===== config.mk =====
export PLATFORM = sky130hd
export DESIGN_NAME = per_cpu_request_slot_table
export DESIGN_NICKNAME = d
export VERILOG_FILES = /design/src/design/pcrst_pkg.sv /design/src/design/per_cpu_request_slot_table.sv /design/src/design/pcrst_slot_store.sv
export SDC_FILE = /design/constraint.sdc
export NUM_CORES = 1
export LEC_CHECK = 0
export BUFFER_PORTS_ARGS = -buffer_cell sky130_fd_sc_hd__buf_2
export CAP_MARGIN = 20
export CORE_MARGIN = 8
export CORE_UTILIZATION = 35
export CTS_BUF_LIST = sky130_fd_sc_hd__clkbuf_4
export CTS_CLUSTER_DIAMETER = 80
export CTS_CLUSTER_SIZE = 8
export DETAILED_ROUTE_END_ITERATION = 16
export HOLD_SLACK_MARGIN = 0.08
export SYNTH_ARGS = -nofsm -noshare
export SYNTH_HDL_FRONTEND = slang
export SYNTH_SLANG_ARGS = --single-unit

===== constraint.sdc =====
create_clock -name clock -period 5.4 [get_ports clock]
set_input_delay 0.54 -clock clock [delete_from_list [all_inputs] [get_ports clock]]
set_output_delay 0.54 -clock clock [all_outputs]
set_load 0.01 [all_outputs]

===== src/design/pcrst_pkg.sv =====
// ----------------------------------------------------------------------------
// pcrst_pkg
// Shared types and constants of the per-requester request slot table.
// ----------------------------------------------------------------------------
package pcrst_pkg;

   localparam int PCRST_CPUS  = 16;
   localparam int PCRST_SLOTS = 8;

   localparam int OPCODE_W  = 2;
   localparam int CPU_W     = 4;
   localparam int SLOT_W    = 3;
   localparam int REQ_DATA_W = 8;
   localparam int RSP_DATA_W = 16;

   typedef enum logic [OPCODE_W-1:0] {
      OP_QUERY   = 2'd0,
      OP_PUBLISH = 2'd1,
      OP_POP     = 2'd2,
      OP_NOP     = 2'd3
   } opcode_type;

   typedef enum logic {
      ST_IDLE   = 1'b0,
      ST_LOOKUP = 1'b1
   } state_type;

endpackage


===== src/design/per_cpu_request_slot_table.sv =====
// ----------------------------------------------------------------------------
// per_cpu_request_slot_table
// Per-requester ring of request slots with publish, query and pop.
// ----------------------------------------------------------------------------
// Items arrive on the req_ channel (opcode and requester) and each one gives
// exactly one item on the rsp_ channel. A query reports the requester's next
// slot and whether it is still pending. A publish marks that slot pending
// and advances the ring, or is refused with busy set when the slot is still
// pending. A pop returns and clears the pending request with the lowest
// requester number, then the lowest slot.
// Each item passes through two steps: the acceptance step reads the
// requester's entry from the slot memories, the lookup step modifies it,
// writes it back and loads the response register. Due to the memory read
// latency of this read-modify-write, no item is taken during lookup.
// A response waiting in the output register does not block acceptance of
// the next item; if the receiver stalls, the following item holds in the
// lookup step until the response register frees up.
// After reset all masks and indexes read as zero through per-entry valid
// bits, and the block accepts items as soon as reset is released.
// ----------------------------------------------------------------------------
module per_cpu_request_slot_table
   import pcrst_pkg::*;
#(
   parameter int CPUS  = PCRST_CPUS,
   parameter int SLOTS = PCRST_SLOTS
) (
   input  logic                  clock,
   input  logic                  reset,
   input  logic                  req_tvalid,
   output logic                  req_tready,
   // [1:0] opcode, [5:2] cpu, [7:6] zero
   input  logic [REQ_DATA_W-1:0] req_tdata,
   output logic                  rsp_tvalid,
   input  logic                  rsp_tready,
   // [2:0] slot, [6:3] cpu_out, [7] busy_res, [8] found, [15:9] zero
   output logic [RSP_DATA_W-1:0] rsp_tdata
);

   localparam int CPU_AW  = (CPUS > 1) ? $clog2(CPUS) : 1;
   localparam int SLOT_AW = (SLOTS > 1) ? $clog2(SLOTS) : 1;

   state_type          state_ff, state_in;
   opcode_type         op_ff, op_in;
   logic [CPU_W-1:0]   cpu_ff, cpu_in;
   logic [CPU_AW-1:0]  addr_ff, addr_in;
   logic               hit_ff, hit_in;
   logic               rsp_valid_ff, rsp_valid_in;
   logic [SLOT_W-1:0]  rsp_slot_ff, rsp_slot_in;
   logic [CPU_W-1:0]   rsp_cpu_ff, rsp_cpu_in;
   logic               rsp_busy_ff, rsp_busy_in;
   logic               rsp_found_ff, rsp_found_in;

   logic                   accept;
   logic                   finish;
   opcode_type             req_op;
   logic [CPU_W-1:0]       req_cpu;
   logic [CPU_AW+CPU_W-1:0] req_cpu_ext;
   logic                   req_in_range;
   logic [CPU_AW-1:0]      pop_addr;
   logic                   pop_any;

   logic [SLOTS-1:0]       rd_mask;
   logic [SLOT_AW-1:0]     rd_next;
   logic [CPUS-1:0]        nonempty;
   logic                   wr_en;
   logic [SLOTS-1:0]       wr_mask;
   logic [SLOT_AW-1:0]     wr_next;

   logic [SLOT_AW-1:0]     pop_slot;
   logic                   busy;
   logic [SLOT_AW+SLOT_W-1:0] next_ext;
   logic [SLOT_AW+SLOT_W-1:0] pop_slot_ext;
   logic [CPU_AW+CPU_W-1:0]   addr_ext;

   assign req_op       = opcode_type'(req_tdata[OPCODE_W-1:0]);
   assign req_cpu      = req_tdata[OPCODE_W+CPU_W-1:OPCODE_W];
   assign req_cpu_ext  = {{CPU_AW{1'b0}}, req_cpu};
   assign req_in_range = req_cpu_ext < (CPU_AW+CPU_W)'(CPUS);

   always_comb begin
      pop_addr = '0;
      pop_any  = |nonempty;
      for (int i = CPUS - 1; i >= 0; i--) begin
         if (nonempty[i]) begin
            pop_addr = CPU_AW'(i);
         end
      end
   end

   always_comb begin
      state_in = state_ff;
      case (state_ff)
         ST_IDLE: begin
            if (req_tvalid) begin
               state_in = ST_LOOKUP;
            end
         end
         ST_LOOKUP: begin
            if (!rsp_valid_ff || rsp_tready) begin
               state_in = ST_IDLE;
            end
         end
         default: state_in = ST_IDLE;
      endcase
   end

   always_comb begin
      req_tready = 1'b0;
      finish     = 1'b0;
      case (state_ff)
         ST_IDLE:   req_tready = 1'b1;
         ST_LOOKUP: finish     = !rsp_valid_ff || rsp_tready;
         default: begin
            req_tready = 1'b0;
            finish     = 1'b0;
         end
      endcase
   end

   assign accept = req_tvalid && req_tready;

   always_comb begin
      op_in   = op_ff;
      cpu_in  = cpu_ff;
      addr_in = addr_ff;
      hit_in  = hit_ff;
      if (accept) begin
         op_in  = req_op;
         cpu_in = req_cpu;
         if (req_op == OP_POP) begin
            addr_in = pop_addr;
            hit_in  = pop_any;
         end else begin
            addr_in = req_cpu_ext[CPU_AW-1:0];
            hit_in  = req_in_range;
         end
      end
   end

   pcrst_slot_store #(
      .CPUS    (CPUS),
      .SLOTS   (SLOTS),
      .CPU_AW  (CPU_AW),
      .SLOT_AW (SLOT_AW)
   ) u_store (
      .clock    (clock),
      .reset    (reset),
      .rd_en    (accept),
      .rd_addr  (addr_in),
      .rd_mask  (rd_mask),
      .rd_next  (rd_next),
      .wr_en    (wr_en),
      .wr_addr  (addr_ff),
      .wr_mask  (wr_mask),
      .wr_next  (wr_next),
      .nonempty (nonempty)
   );

   always_comb begin
      pop_slot = '0;
      for (int i = SLOTS - 1; i >= 0; i--) begin
         if (rd_mask[i]) begin
            pop_slot = SLOT_AW'(i);
         end
      end
   end

   assign busy         = rd_mask[rd_next];
   assign next_ext     = {{SLOT_W{1'b0}}, rd_next};
   assign pop_slot_ext = {{SLOT_W{1'b0}}, pop_slot};
   assign addr_ext     = {{CPU_W{1'b0}}, addr_ff};

   always_comb begin
      wr_en        = 1'b0;
      wr_mask      = rd_mask;
      wr_next      = rd_next;
      rsp_slot_in  = '0;
      rsp_cpu_in   = cpu_ff;
      rsp_busy_in  = 1'b0;
      rsp_found_in = 1'b0;
      case (op_ff)
         OP_QUERY, OP_PUBLISH: begin
            if (hit_ff) begin
               rsp_slot_in = next_ext[SLOT_W-1:0];
               rsp_busy_in = busy;
               if (op_ff == OP_PUBLISH && !busy) begin
                  wr_en   = finish;
                  wr_mask = rd_mask | (SLOTS'(1) << rd_next);
                  wr_next = (rd_next == SLOT_AW'(SLOTS - 1)) ? '0 : rd_next + SLOT_AW'(1);
               end
            end
         end
         OP_POP: begin
            rsp_cpu_in = '0;
            if (hit_ff) begin
               wr_en        = finish;
               wr_mask      = rd_mask & ~(SLOTS'(1) << pop_slot);
               rsp_slot_in  = pop_slot_ext[SLOT_W-1:0];
               rsp_cpu_in   = addr_ext[CPU_W-1:0];
               rsp_found_in = 1'b1;
            end
         end
         default: begin
            wr_en = 1'b0;
         end
      endcase
   end

   always_comb begin
      rsp_valid_in = rsp_valid_ff;
      if (rsp_tready) begin
         rsp_valid_in = 1'b0;
      end
      if (finish) begin
         rsp_valid_in = 1'b1;
      end
   end

   always_ff @(posedge clock) begin
      if (reset) begin
         state_ff     <= ST_IDLE;
         rsp_valid_ff <= 1'b0;
      end else begin
         state_ff     <= state_in;
         rsp_valid_ff <= rsp_valid_in;
      end
   end

   always_ff @(posedge clock) begin
      op_ff   <= op_in;
      cpu_ff  <= cpu_in;
      addr_ff <= addr_in;
      hit_ff  <= hit_in;
      if (finish) begin
         rsp_slot_ff  <= rsp_slot_in;
         rsp_cpu_ff   <= rsp_cpu_in;
         rsp_busy_ff  <= rsp_busy_in;
         rsp_found_ff <= rsp_found_in;
      end
   end

   assign rsp_tvalid = rsp_valid_ff;
   assign rsp_tdata  = {7'd0, rsp_found_ff, rsp_busy_ff, rsp_cpu_ff, rsp_slot_ff};

endmodule


===== src/design/pcrst_slot_store.sv =====
// ----------------------------------------------------------------------------
// pcrst_slot_store
// Holds the pending masks and next-slot indexes of all requesters in two
// synchronous memories, with per-entry valid bits and a per-requester
// summary of which requesters have anything pending.
// ----------------------------------------------------------------------------
module pcrst_slot_store
   import pcrst_pkg::*;
#(
   parameter int CPUS    = PCRST_CPUS,
   parameter int SLOTS   = PCRST_SLOTS,
   parameter int CPU_AW  = (CPUS > 1) ? $clog2(CPUS) : 1,
   parameter int SLOT_AW = (SLOTS > 1) ? $clog2(SLOTS) : 1
) (
   input  logic               clock,
   input  logic               reset,
   input  logic               rd_en,
   input  logic [CPU_AW-1:0]  rd_addr,
   output logic [SLOTS-1:0]   rd_mask,
   output logic [SLOT_AW-1:0] rd_next,
   input  logic               wr_en,
   input  logic [CPU_AW-1:0]  wr_addr,
   input  logic [SLOTS-1:0]   wr_mask,
   input  logic [SLOT_AW-1:0] wr_next,
   output logic [CPUS-1:0]    nonempty
);

   logic [SLOTS-1:0]   mask_mem [CPUS];
   logic [SLOT_AW-1:0] next_mem [CPUS];
   logic [SLOTS-1:0]   mask_q_ff;
   logic [SLOT_AW-1:0] next_q_ff;
   logic               valid_q_ff;
   logic [CPUS-1:0]    valid_ff;
   logic [CPUS-1:0]    nonempty_ff;

   always_ff @(posedge clock) begin
      if (wr_en) begin
         mask_mem[wr_addr] <= wr_mask;
         next_mem[wr_addr] <= wr_next;
      end
   end

   always_ff @(posedge clock) begin
      if (rd_en) begin
         mask_q_ff  <= mask_mem[rd_addr];
         next_q_ff  <= next_mem[rd_addr];
         valid_q_ff <= valid_ff[rd_addr];
      end
   end

   always_ff @(posedge clock) begin
      if (reset) begin
         valid_ff    <= '0;
         nonempty_ff <= '0;
      end else if (wr_en) begin
         valid_ff[wr_addr]    <= 1'b1;
         nonempty_ff[wr_addr] <= |wr_mask;
      end
   end

   // An entry never written since reset reads as all zero.
   assign rd_mask  = valid_q_ff ? mask_q_ff : '0;
   assign rd_next  = valid_q_ff ? next_q_ff : '0;
   assign nonempty = nonempty_ff;

endmodule


==> impl_metrics.tcl <==
set metrics [dict create \
    run_status "finished clean" \
    post_dp_cell_area_um2 10800 \
    worst-path-buf-inv 1 \
    synth_area_um2 10100 \
    ir_drop_v 0.000108 \
    rsz0062_at_grt "no" \
    drtIter0Drc 377 \
    ant_nets 0 \
    max-slew-margin-rel 0.219 \
    postSynthCellCount 688 \
    die_w_um 186 \
    synth.distinct_cells 61 \
    cpMaxStageDelayCell "nand2b_1" \
    antenna_found_initial 1 \
    first_pass_iters 5 \
    cts_resized 0 \
    synth_edf_count 204 \
    portBuffers 20 \
    post_cts_buffers 0 \
    worst_slew_pin_slew_ns 1.14 \
    start_util 0.354 \
    post-dp-hpwl_um 13900 \
    clockRootBuffer "clkbuf_4" \
    period_needed_ns 3.73 \
    row_count 62 \
    dieHeight_um 186 \
    tritoncts "built" \
    hold_buffers 4 \
    nFillCells 2648 \
    ys_warn_count 0 \
    final_area_um2 11200 \
    insertion_delay_ns 0.65 \
    route.vias.total 5828 \
    gp_congestion 0.909 \
    vias_per_cell 5.12 \
    grt_pass1_wl_um 35100 \
    cp_common_cell "nand2b_1" \
    synth_area_leaders "edfxtp_1 60%, mux2i_1 9.6%, dfxtp_1 7.5%" \
    ys_ff_latch 242 \
    grtUsageTotal 0.138 \
    clk_pin_slew_ns 0.10 \
    yosys.area.top_type "edfxtp_1" \
    htree_num_levels 2 \
    fin_setup_tns_ns 0 \
    ys.flop_type "edfxtp_1" \
    totalWireLength_um 23800 \
    fmax_mhz 268 \
    worstHoldPathType "input pin to flip-flop" \
    hold_viol_final 0 \
    arrival_ns 4.09 \
    path_max_fanout 24 \
    cts.path.max_buffers 3 \
    worstSetupPathType "flip-flop to flip-flop" \
    async_flop_share 0 \
    startpoint_type "flip-flop" \
    crit_family "simple AND/OR/NAND/NOR gates" \
    drive_above_1_share 0.167 \
    core-area_um2 28600 \
    min_period_over_period 0.691 \
    synth_area_per_cell_um2 14.7 \
    clock-sinks 242 \
    drc 0 \
    avgRoutedWirePerCell_um 20.9 \
    grt_overflow 0 \
    die-area_um2 34700 \
    ioPinCount 30 \
    area_growth_pct 10.4 \
    cpPeakStageDelay_ns 0.81 \
    seq_area_frac_synth 0.679 \
    skew_ns 0.0477 \
    cts_made_buffers 36 \
    crit_path_cell_trace "nand2b_1 -> inv_1 -> and2_1 -> a22oi_1 -> o21ai_1 -> nand2b_1 -> o22ai_1 -> or4_1" \
    power.leakage_uw 0.00405 \
    yosys.area.top_type_share 0.604 \
    drv_cap 0 \
    power_density_nw_per_um2 327 \
    fin_nets 758 \
    setup-violations-final 0 \
    first_global_vias 5671 \
    slew_violations 0 \
    required_ns 5.76 \
    rrSetupSlack_ns 1.67 \
    grt_max_degree 57 \
    end_kind "flip-flop" \
]
-- stage by stage --
| stage | util | setup slack, ns | total power (uW) | cells | hold WS (ns) |
|---|---|---|---|---|---|
| after floorplan | - | 2.33 | 2550 | 694 | 0.440 |
| after global placement | 0.376 | 1.49 | 2680 | 1080 | 0.450 |
| after detailed placement | 0.376 | 1.45 | 2690 | 1080 | 0.459 |
| after CTS | 0.391 | 1.64 | 3690 | 1136 | 0.101 |
| after global routing | 0.391 | 1.42 | 3810 | 1139 | 0.103 |
| final | 0.391 | 1.67 | 3660 | 1139 | 0.133 |
-- worst reg2reg max path, stage by stage (launching register included) --
cell and delay [ns]:
dfxtp_1 0.35, nand2b_1 0.22, inv_1 0.70, and2_1 0.26, a22oi_1 0.09, o21ai_1 0.28, nand2b_1 0.81, o22ai_1 0.19
or4_1 0.55
-- state kept, by name, summed over array words and instances, names as in the netlist, 2 cells and up --
signal             flops
cpu_ff                 4
op_ff                  2
u_store.next_q_ff      3
u_store.nonempty      16
u_store.mask_mem     128
addr_ff                4
u_store.next_mem      48
u_store.valid_ff      16
rsp_cpu_ff             4
rsp_slot_ff            3
u_store.mask_q_ff      8
-- cells by family (layout without fill, tap and decap cells) --
| group | after synthesis | after routing | share of synthesized area |
|---|---|---|---|
| flops | 242 | 242 | 0.679 |
| simple gates | 179 | 179 | 0.109 |
| compound gates | 107 | 107 | 0.0734 |
| mux | 100 | 100 | 0.102 |
| buf+inv | 51 | 111 | 0.0266 |
| fa+ha+maj | 7 | 7 | 0.00839 |
| other cells | 1 | 8 | 0.000370 |
| xor+xnor | 1 | 1 | 0.000864 |
-- synth_stat cells (all sizes together), types with 3 or more instances --
library cell,n
nand3b,4
nand2b,14
a211oi,16
a32o,4
clkbuf,10
a21oi,4
o211ai,3
or4,14
or2,4
nor2,62
o22ai,49
edfxtp,204
nand2,31
ha,6
inv,12
o21ai,15
nor2b,3
dfxtp,38
mux2i,97
buf,29
nor3,11
nand3,4
nor4,19
-- power by group --
group | leakage, uW | switching [uW] | internal (uW)
Clock | 0.000238 | 591 | 416
Sequential | 0.00219 | 37.9 | 2100
Combinational | 0.00163 | 333 | 183
-- layout by cell type (no fill, tap or decap), types with 3 or more instances in the layout --
cell type,count
edfxtp_1,204
mux2i_1,97
nor2_1,61
o22ai_1,49
clkbuf_4,49
dfxtp_1,38
nand2_1,31
buf_4,21
buf_2,20
nor4_4,16
nand2b_1,14
or4_1,14
inv_1,12
o21ai_0,12
a211oi_1,12
nor3_1,10
conb_1,7
ha_1,6
nand3b_1,4
or2_2,4
a32o_1,4
nand3_1,4
a211oi_2,4
dlygate4sd3_1,4
nor2b_1,3
o211ai_1,3
nor4_1,3
a21oi_1,3
-- worst paths after layout --
| check | depth (start not counted) | startpoint | endpoint |
|---|---|---|---|
| worst max register to register | 8 | state_ff | u_store.mask_q_ff[6] |
| worst max-delay path | 8 | state_ff | u_store.mask_q_ff[6] |
| worst min register to register | 2 | u_store.valid_ff[13] | u_store.valid_ff[13] |
| worst min-delay path | 1 | req_tdata[1] | op_ff[1] |
-- final cells by class --
cell class	count	area (um^2)	area share
multi-input cells	401	3070	0.274
repair buffers	47	332	0.0296
clock buffers	49	368	0.0328
diodes	1	2.50	0.000223
inverters	12	45.0	0.00402
well taps	384	480	0.0429
flip-flops and latches	242	6890	0.615
clock inverters	3	16.3	0.00145
-- metal layers --
metal | share of wire | vias to the layer above | track usage
met5 | 0 | - | 0
met4 | 0.022 | 0 | 0.0448
met3 | 0.052 | 44 | 0.0305
met2 | 0.50 | 142 | 0.237
met1 | 0.43 | 2877 | 0.170
li1 | - | 2765 | -
Power figures use the tool's default switching activity.
